File: config.mk
export PLATFORM = sky130hd
export DESIGN_NAME = rvx_front
export DESIGN_NICKNAME = d
export VERILOG_FILES = /design/src/design/rv32i_subset_execute_assert.svh /design/src/design/rvx_pkg.sv /design/src/design/rvx_front.sv
export SDC_FILE = /design/constraint.sdc
export NUM_CORES = 1
export LEC_CHECK = 0
export ABC_AREA = 1
export BUFFER_PORTS_ARGS = -buffer_cell sky130_fd_sc_hd__clkbuf_2
export CELL_PAD_IN_SITES_DETAIL_PLACEMENT = 1
export CELL_PAD_IN_SITES_GLOBAL_PLACEMENT = 1
export CORE_ASPECT_RATIO = 0.75
export CORE_MARGIN = 4
export CORE_UTILIZATION = 35
export CTS_CLUSTER_SIZE = 30
export DETAILED_ROUTE_END_ITERATION = 12
export HOLD_SLACK_MARGIN = 0.12
export PLACE_DENSITY = 0.69
export SLEW_MARGIN = 40
export SYNTH_ARGS = -nofsm -noshare
export SYNTH_HDL_FRONTEND = slang
export SYNTH_SLANG_ARGS = --single-unit
File: constraint.sdc
create_clock -name clk -period 5.9 [get_ports clk]
set_input_delay 1.18 -clock clk [delete_from_list [all_inputs] [get_ports clk]]
set_output_delay 1.18 -clock clk [all_outputs]
set_load 0.02 [all_outputs]
File: src/design/rv32i_subset_execute_assert.svh
// assertion macros used by the execute unit top file
`ifndef RV32I_SUBSET_EXECUTE_ASSERT_SVH
`define RV32I_SUBSET_EXECUTE_ASSERT_SVH
// implication checked on every clock edge outside reset
`define RVX_ASSERT_IMP(lbl, ante, cons) \
	lbl: assert property (@(posedge clk) disable iff (!arst_n) (ante) |-> (cons)) \
		else $error("rvx check failed");
// next-cycle implication outside reset
`define RVX_ASSERT_NXT(lbl, ante, cons) \
	lbl: assert property (@(posedge clk) disable iff (!arst_n) (ante) |=> (cons)) \
		else $error("rvx check failed");
`endif

File: src/design/rvx_pkg.sv
// ----------------------------------------------------------------------------
// rvx_pkg
// shared constants and types of the rv32i subset execute unit
// ----------------------------------------------------------------------------
package rvx_pkg;
	localparam int unsigned DATA_WORDS_DEF = 4096;
	localparam logic [31:0] CONSOLE_RST = 32'h2000_0000;
	localparam logic [31:0] DATA_BASE_RST = 32'h1000_0000;
	localparam logic [6:0] OPC_LUI = 7'h37;
	localparam logic [6:0] OPC_AUIPC = 7'h17;
	localparam logic [6:0] OPC_JAL = 7'h6F;
	localparam logic [6:0] OPC_JALR = 7'h67;
	localparam logic [6:0] OPC_BRANCH = 7'h63;
	localparam logic [6:0] OPC_LOAD = 7'h03;
	localparam logic [6:0] OPC_STORE = 7'h23;
	localparam logic [6:0] OPC_IMM = 7'h13;
	localparam logic [6:0] OPC_OP = 7'h33;
	localparam logic [6:0] F7_ALT = 7'b0100000;
	localparam logic [4:0] SHAMT_MASK = 5'h1F;
	localparam logic [0:0] REG_CONSOLE = 1'b0;
	localparam logic [0:0] REG_DATA_BASE = 1'b1;
	// classified operation
	typedef enum logic [3:0] {
		K_NONE, K_LUI, K_AUIPC, K_JAL, K_JALR, K_BR, K_LOAD, K_STORE,
		K_ALU, K_PRELOAD, K_UNK
	} kind_t;
	typedef enum logic [3:0] {
		A_ADD, A_SUB, A_SLT, A_XOR, A_OR, A_AND, A_SLL, A_SRL, A_SRA, A_NOP
	} alu_op_t;
	// one decoded item passed through the queue
	typedef struct packed {
		kind_t kind;
		alu_op_t alu;
		logic use_imm;
		logic [2:0] f3;
		logic [4:0] rd;
		logic [4:0] rs1;
		logic [4:0] rs2;
		logic [31:0] imm;
		logic [31:0] word;
		logic [31:0] cval;
	} dec_t;
endpackage

File: src/design/rvx_front.sv
// ----------------------------------------------------------------------------
// rvx_front
// accepts items, decodes them into an operation record and queues them
// ----------------------------------------------------------------------------
module rvx_front (
	input logic clk,
	input logic arst_n,
	input logic in_valid,
	output logic in_stall,
	input logic action,
	input logic [31:0] instruction,
	input logic [31:0] console_value,
	output logic q_valid,
	output rvx_pkg::dec_t q_data,
	input logic q_pop
);
	rvx_pkg::dec_t dec;
	rvx_pkg::dec_t buf_q [2];
	logic rd_ptr_q, wr_ptr_q;
	logic [1:0] cnt_q;
	logic push;
	logic [6:0] opc, f7;
	logic [2:0] f3;

	assign opc = instruction[6:0];
	assign f3 = instruction[14:12];
	assign f7 = instruction[31:25];

	// decode
	always_comb begin
		dec = '0;
		dec.kind = rvx_pkg::K_UNK;
		dec.alu = rvx_pkg::A_NOP;
		dec.f3 = f3;
		dec.rd = instruction[11:7];
		dec.rs1 = instruction[19:15];
		dec.rs2 = instruction[24:20];
		dec.word = instruction;
		dec.cval = console_value;
		dec.imm = {{20{instruction[31]}}, instruction[31:20]};
		if (action) begin
			dec.kind = rvx_pkg::K_PRELOAD;
		end else begin
			unique case (opc)
				rvx_pkg::OPC_LUI: begin
					dec.kind = rvx_pkg::K_LUI;
					dec.imm = {instruction[31:12], 12'd0};
				end
				rvx_pkg::OPC_AUIPC: begin
					dec.kind = rvx_pkg::K_AUIPC;
					dec.imm = {instruction[31:12], 12'd0};
				end
				rvx_pkg::OPC_JAL: begin
					dec.kind = rvx_pkg::K_JAL;
					dec.imm = {{11{instruction[31]}}, instruction[31], instruction[19:12],
						instruction[20], instruction[30:21], 1'b0};
				end
				rvx_pkg::OPC_JALR: dec.kind = rvx_pkg::K_JALR;
				rvx_pkg::OPC_BRANCH: begin
					if (f3 == 3'd0 || f3 == 3'd1 || f3 == 3'd4 || f3 == 3'd5)
						dec.kind = rvx_pkg::K_BR;
					dec.imm = {{19{instruction[31]}}, instruction[31], instruction[7],
						instruction[30:25], instruction[11:8], 1'b0};
				end
				rvx_pkg::OPC_LOAD: if (f3 == 3'd2) dec.kind = rvx_pkg::K_LOAD;
				rvx_pkg::OPC_STORE: begin
					if (f3 == 3'd2) dec.kind = rvx_pkg::K_STORE;
					dec.imm = {{20{instruction[31]}}, instruction[31:25], instruction[11:7]};
				end
				rvx_pkg::OPC_IMM: begin
					dec.kind = rvx_pkg::K_ALU;
					dec.use_imm = 1'b1;
					unique case (f3)
						3'd0: dec.alu = rvx_pkg::A_ADD;
						3'd2: dec.alu = rvx_pkg::A_SLT;
						3'd4: dec.alu = rvx_pkg::A_XOR;
						3'd6: dec.alu = rvx_pkg::A_OR;
						3'd7: dec.alu = rvx_pkg::A_AND;
						3'd1: dec.alu = rvx_pkg::A_SLL;
						3'd5: begin
							if (f7 == 7'd0) dec.alu = rvx_pkg::A_SRL;
							else if (f7 == rvx_pkg::F7_ALT) dec.alu = rvx_pkg::A_SRA;
							else dec.kind = rvx_pkg::K_NONE;
						end
						default: dec.kind = rvx_pkg::K_UNK;
					endcase
				end
				rvx_pkg::OPC_OP: begin
					dec.kind = rvx_pkg::K_ALU;
					if (f3 == 3'd0 && f7 == rvx_pkg::F7_ALT) dec.alu = rvx_pkg::A_SUB;
					else if (f3 == 3'd5 && f7 == rvx_pkg::F7_ALT) dec.alu = rvx_pkg::A_SRA;
					else if (f7 != 7'd0) dec.kind = rvx_pkg::K_UNK;
					else begin
						unique case (f3)
							3'd0: dec.alu = rvx_pkg::A_ADD;
							3'd1: dec.alu = rvx_pkg::A_SLL;
							3'd2: dec.alu = rvx_pkg::A_SLT;
							3'd4: dec.alu = rvx_pkg::A_XOR;
							3'd5: dec.alu = rvx_pkg::A_SRL;
							3'd6: dec.alu = rvx_pkg::A_OR;
							3'd7: dec.alu = rvx_pkg::A_AND;
							default: dec.kind = rvx_pkg::K_UNK;
						endcase
					end
				end
				default: dec.kind = rvx_pkg::K_UNK;
			endcase
		end
	end

	// two entry queue toward the back part
	assign in_stall = cnt_q[1];
	assign push = in_valid && !in_stall;
	assign q_valid = cnt_q != 2'd0;
	assign q_data = buf_q[rd_ptr_q];

	always_ff @(posedge clk) begin
		if (push) buf_q[wr_ptr_q] <= dec;
	end

	always_ff @(posedge clk or negedge arst_n) begin
		if (!arst_n) begin
			rd_ptr_q <= 1'b0;
			wr_ptr_q <= 1'b0;
			cnt_q <= 2'd0;
		end else begin
			if (push) wr_ptr_q <= !wr_ptr_q;
			if (q_pop) rd_ptr_q <= !rd_ptr_q;
			cnt_q <= cnt_q + {1'b0, push} - {1'b0, q_pop};
		end
	end
endmodule

==> results of run 1 <==
==> placed cells by master (no fill, tap or decap), types with 3 or more instances in the layout <==
cell | netlist | final
a21oi_1 | 7 | 7
buf_12 | 0 | 3
clkbuf_1 | 4 | 6
clkbuf_16 | 0 | 23
clkbuf_2 | 0 | 193
clkinv_1 | 0 | 5
clkinv_2 | 0 | 3
dfrtp_1 | 4 | 3
edfxtp_1 | 208 | 208
inv_1 | 36 | 36
inv_2 | 3 | 3
mux2_2 | 104 | 104
nand2_1 | 86 | 86
nand2_2 | 5 | 5
nand2_4 | 5 | 5
nand3_1 | 25 | 25
nand4_1 | 4 | 4
nor2_1 | 21 | 19
nor3_1 | 6 | 5
o21ai_0 | 14 | 14
xor2_1 | 3 | 3
==> cell families after synthesis <==
group | Yosys count | share of synthesized area
fa+ha+maj | 2 | 0.00282
buf+inv | 76 | 0.0434
compound gates | 28 | 0.0171
xor+xnor | 4 | 0.00395
mux | 104 | 0.132
flops | 212 | 0.715
simple gates | 160 | 0.0858
==> sequential cells by signal, summed over array words and instances (netlist names) <==
name / count
buf_q: 208
cnt_q: 2
rd_ptr_q: 1
wr_ptr_q: 1
==> metal layers <==
| layer | global-route usage | vias to the layer above | wire length, um |
|---|---|---|---|
| met5 | 0 | - | 0 |
| met4 | 0.0284 | 0 | 400 |
| met3 | 0.0266 | 25 | 1040 |
| met2 | 0.224 | 139 | 9380 |
| met1 | 0.211 | 2593 | 9800 |
| li1 | - | 2486 | - |
==> power by group <==
group	switching [mW]	leakage [nW]	internal (mW)
combinational	1.04	1.91	0.617
clock	0.560	0.349	0.809
sequential	0.115	1.95	1.98
total	1.71	4.22	3.40
==> metrics by stage <==
| step | setup TNS (ns) | worst slack (ns) |
|---|---|---|
| final | 0 | 2.36 |
| after global routing | 0 | 2.21 |
| after CTS | 0 | 2.27 |
| after detailed placement | 0 | 2.82 |
| after global placement | 0 | 2.42 |
| after floorplan | -59.92 | -0.288 |
==> worst register-to-register path: cells and delay by family, from the launching register on <==
| kind | cells | cell delay [ns] |
|---|---|---|
| buf+inv | 2 | 0.57 |
| flops | 1 | 0.39 |
| simple gates | 2 | 0.34 |
==> cell type report <==
| cell class | count | area (um2) |
|---|---|---|
| timing repair buffer | 197 | 1030 |
| clock inverter | 13 | 121 |
| sequential | 212 | 6350 |
| inverter | 41 | 159 |
| tap | 338 | 423 |
| fill | 2579 | 14100 |
| clock buffer | 29 | 598 |
| multi-input combinational | 298 | 2160 |
==> final timing paths <==
check                      cells past startpoint  slack (ns)      endpoint     start
setup / recovery                               3        2.36   q_data[106]  rd_ptr_q
hold / removal                                 1        0.48      rd_ptr_q    arst_n
setup reg to reg                               4        4.16  buf_q[1][36]  cnt_q[1]
hold reg to reg                                1        0.54      cnt_q[0]  cnt_q[0]
max in group asynchronous                      1        5.27      rd_ptr_q    arst_n
min in group clk                               1        0.54      cnt_q[0]  cnt_q[0]
==> key figures, run 1 <==
Synth
  • Post-synth top cells: edfxtp_1 (208), mux2_2 (104), nand2_1 (86), inv_1 (36), nand3_1 (25)
  • Number of flops mapped to enable cells by yosys: 208
  • Syn avg cell area: about 15 um2
  • Synth Cell Area: 0.00888 mm2
  • Yosys warns: 0
  • Post-synth net total: between 600 and 700
  • FF+latch count, synth: 212
  • Area contributors post-synth: edfxtp_1 (70%), mux2_2 (13%), nand2_1 (3.6%)
  • Synth async-reset ratio: 0.0189
  • Sequential-to-total area share from yosys stat: 0.715
  • Post-synth top area cell: edfxtp_1
  • Count leader, synth: edfxtp_1
  • Syn Inst Count: 586
  • Distinct cells, synth: 34
  • Primary FF master, synth: edfxtp_1
  • Area fraction of the dominant cell type after synthesis: 0.704

GRT
  • Largest net degree at the start of global routing: around 110
  • First-pass GRT wire length: ~31000 um
  • Initial antenna violation count: 0
  • GRT Util Overall: 0.143
  • Number of global-route vias before repair: between 5000 and 6000
  • Remaining global-route overflow: 0

Floorplanning
  • Die Wd: around 190 um
  • IO Count: approximately 190
  • Die area: 0.0280 mm2
  • Initial Util: 0.356
  • Row count: 50
  • CORE AREA: around 0.025 mm2
  • Die Ht: between 100 and 150 um

Power and ir drop
  • Leak pwr: around 4.2 nW
  • Peak VDD IR: 0.264 mV
  • Pwr dens: between 400 and 500 mW/mm2
  • Total power draw: ~5 mW

Setup path
  • Crit path cell chain: buf_4 > mux2_2 > clkbuf_2
  • Kind of cell adding the most delay to the critical path: flip-flops
  • CP max stage delay: approximately 0.78 ns
  • Crit start category: register
  • WS Path Type: reg2out
  • Critical path required time: 4.72 ns
  • Crit path arrival time: approximately 2.4 ns
  • Bufs and invs on worst path: 2
  • Critical path endpoint category: primary output
  • Slowest stage cell, crit path: dfrtp_4
  • Crit path max fanout: 36

Detailed routing
  • Post-detailed-route count of antenna-violating nets: 0
  • Total number of vias: approximately 5200
  • Detailed-route DRC error count: 0
  • WL final: a little over 20000 um
  • Via-to-Cell Ratio: 4.65
  • Initial detailed-routing violation count: 300
  • TritonRoute pass-1 iters: 4
  • DR WL/cell: 18.3 um

CTS
  • Clk buf depth: 3
  • Worst skew pair latency: around 0.50 ns
  • Clock sink count: 212
  • CTS tree: done
  • H-Tree Depth: 1
  • CTS Root Buffer Type: clkbuf_16
  • Num CTS Buffers: 23
  • Clock Pin Slew Worst Setup and Hold Paths: 0.06 ns
  • Post-CTS setup buffers: 0
  • Post-CTS sizing: 0
  • Hold Buf Count CTS: 0

Cells and area
  • Antenna cell count: 0
  • Layout Cell Area excl Fill: between 0.01 and 0.015 mm2
  • Layout cells sized above 1: 0.456
  • Final net count: 844
  • Fin cells: roughly 1100
  • Area grow syn2layout: 22.2%
  • Core Util, Final: 0.435

Placement
  • Placed Area: 0.0101 mm2
  • Hpwl dp: 14200 um
  • Placed insts: 1086
  • PortBufs: 193
  • Gpl congestion: 0.737

Timing
  • RSZ-0062 raised after global routing: no
  • Final setup viols: 0
  • Worst slew pin tran: 0.703 ns
  • Endpoints failing hold: 0
  • Slew Limit Fails: 0
  • Max transition margin: 0.528
  • Hold WS: around 0.48 ns
  • FMAX: 0.283 GHz
  • Min Clock Period, post-route: 3.54 ns
  • Period utilization: 0.600
  • Worst Clk Skew: 0.00600 ns

Run
  • Max-cap viol count: 0

Status
  • Status: finished clean

Hold path
  • Worst min path class: in2async
(Power assumes the default switching activity.)
==> run 2, diff against run 1 <==
--- a/config.mk
+++ b/config.mk
@@ -15,7 +15,7 @@
 export CTS_CLUSTER_SIZE = 30
 export DETAILED_ROUTE_END_ITERATION = 12
 export HOLD_SLACK_MARGIN = 0.12
-export PLACE_DENSITY = 0.69
+export PLACE_DENSITY = 0.72
 export SLEW_MARGIN = 40
 export SYNTH_ARGS = -nofsm -noshare
 export SYNTH_HDL_FRONTEND = slang
==> constraint.sdc (replaced) <==
create_clock -name clk -period 2.95 [get_ports clk]
set_input_delay 0.59 -clock clk [delete_from_list [all_inputs] [get_ports clk]]
set_output_delay 0.59 -clock clk [all_outputs]
set_load 0.02 [all_outputs]
==> key figures, run 2 (synthesized netlist as in run 1, its figures left out) <==
Timing
  • Final setup viols: 0 (unchanged)
  • RSZ-0062 raised after global routing: no
  • Min Clock Period, post-route: roughly 2.6 ns
  • Period utilization: 0.886
  • Worst slew pin tran: 0.582 ns (-0.121 ns)
  • Hold WS: 0.290 ns (-0.192 ns)
  • FMAX: 0.383 GHz
  • Slew Limit Fails: 0 (unchanged)
  • Max transition margin: 0.609 (+0.0816)
  • Endpoints failing hold: 0 (unchanged)
  • Worst Clk Skew: 0.00989 ns (+0.00390 ns)

GRT
  • Number of global-route vias before repair: 5672 (+3.0%)
  • Met2 Use GR: 0.240 (+0.0164)
  • Remaining global-route overflow: 0 (unchanged)
  • Met3 Usage GRT: 0.0329 (+0.00624)
  • GRT busiest layer: met2
  • Initial antenna violation count: 0 (unchanged)
  • Largest net degree at the start of global routing: 83 (-21%)
  • First-pass GRT wire length: 32500 um (+3.1%)
  • GRT Util Overall: 0.148 (+0.00490)
  • M1 GR Usage: 0.208 (-0.00296)

Floorplanning
  • Die Ht: 146 um (unchanged)
  • CORE AREA: 0.0250 mm2 (unchanged)
  • Initial Util: 0.356 (unchanged)
  • IO Count: 194 (unchanged)
  • Die area: 0.0280 mm2 (unchanged)
  • Row count: 50 (unchanged)
  • Die Wd: 192 um (unchanged)

Detailed routing
  • TritonRoute pass-1 iters: 4 (unchanged)
  • Post-detailed-route count of antenna-violating nets: 0 (unchanged)
  • DR WL/cell: 18.7 um (+2.3%)
  • WL final: 21200 um (+2.8%)
  • Initial detailed-routing violation count: 333 (+11%)
  • Detailed-route DRC error count: 0 (unchanged)
  • Total number of vias: 5335 (+1.8%)
  • Via-to-Cell Ratio: 4.71 (+1.3%)

Power and ir drop
  • Total power draw: 10.4 mW (+100%)
  • Peak VDD IR: 0.429 mV (+63%)
  • Pwr dens: 952 mW/mm2 (+100%)
  • Leak pwr: 4.27 nW (+1.2%)

CTS
  • Clock Pin Slew Worst Setup and Hold Paths: 0.06 ns (about the same)
  • Num CTS Buffers: 23 (unchanged)
  • CTS Root Buffer Type: clkbuf_16
  • H-Tree Depth: 1 (unchanged)
  • Worst skew pair latency: 0.49 ns (about the same)
  • Clock sink count: 212 (unchanged)
  • Clk buf depth: 3 (unchanged)
  • CTS tree: done

Placement
  • Gpl congestion: 0.793 (+7.5%)
  • PortBufs: 193 (unchanged)
  • Placed insts: 1091 (+0.46%)
  • Hpwl dp: 15200 um (+6.5%)

Setup path
  • CP max stage delay: 0.65 ns (-0.13 ns)
  • Crit path max fanout: 21 (-42%)
  • Crit path arrival time: 2.02 ns (-0.34 ns)
  • Crit start category: register
  • Crit path cell chain: buf_4 > mux2_2 > clkbuf_2
  • Reg2Reg Setup Slack: 1.26 ns (-2.90 ns)
  • Critical path required time: 2.36 ns (-2.36 ns)
  • Critical path endpoint category: primary output
  • Slowest stage cell, crit path: dfrtp_4
  • WS Path Type: reg2out

Cells and area
  • Layout cells sized above 1: 0.460 (+0.00468)
  • Fin cells: 1133 (+0.44%)
  • Number of flip-flops under the largest register name: 208 (unchanged)
  • Most frequent cells in the layout: edfxtp_1 (208), clkbuf_2 (193), mux2_2 (104), nand2_1 (86), inv_1 (36)
  • Most common cell after layout, fill and taps aside: edfxtp_1
  • Area grow syn2layout: 23.2%
  • Biggest register: buf_q
  • Antenna cell count: 0 (unchanged)
  • Final net count: 850 (+0.71%)
  • Top Registers: buf_q x208, cnt_q x2

Status
  • Status: finished clean

Hold path
  • Worst min path class: in2reg

Run
  • Max-cap viol count: 0 (unchanged)
-- run 2: changes by cell type in the layout (fill, tap and decap cells not counted), moves of 2 or more --
cell      before  now
buf_4          1    4
buf_12         3    5
clkbuf_1       6    4
clkbuf_8       0    3
-- run 2: report_power, final --
| part | internal, mW | leakage (nW) | switching (mW) |
|---|---|---|---|
| sequential | 3.95 | 1.95 | 0.181 |
| clock | 1.68 | 0.362 | 1.12 |
| combinational | 1.30 | 1.95 | 2.18 |
-- run 2: worst max-delay path: cells and delay by family, from the launching register on --
family                 cells  cell delay [ns]
buffers and inverters      2             0.47
DFF                        1             0.65
muxes                      1             0.38
-- run 2: cell type report --
type	count	area [um2]
timing repair buffer	203	1110
tap	338	423
multi-input combinational	298	2160
clock buffer	30	632
sequential	212	6350
fill	2564	14000
inverter	41	159
clock inverter	11	109
-- run 2: final timing paths --
kind	start	to	depth (start not counted)
worst max-delay path	rd_ptr_q	q_data[73]	3
max in group asynchronous	arst_n	rd_ptr_q	2
worst min register to register	cnt_q[0]	cnt_q[0]	1
min in group asynchronous	arst_n	cnt_q[1]	2
worst min-delay path	console_value[25]	buf_q[0][25]	1
worst max register to register	cnt_q[1]	buf_q[1][27]	4
-- run 2: metrics by stage --
step                setup WS (ns)  TNS [ns]  cell area (um2)  utilization
finish                      0.337         0            10900        0.438
global route                0.225         0            10900        0.438
CTS                         0.273         0            10900        0.438
detailed placement          0.612         0            10200        0.408
global placement            0.685         0            10200        0.408
floorplan                  -0.912   -189.59             8880            -
-- run 2: layer usage --
layer,wire (um),share of wire,vias up
li1,-,-,2499
met1,9510,0.45,2653
met2,9830,0.46,161
met3,1470,0.069,22
met4,373,0.018,0
met5,0,0,-
-- run 2: what timing repair did --
item,4_1_cts,5_1_grt
hold buffers,1,0
gates resized for setup,0,0
endpoints found under the hold margin,4,0
setup buffers,0,0
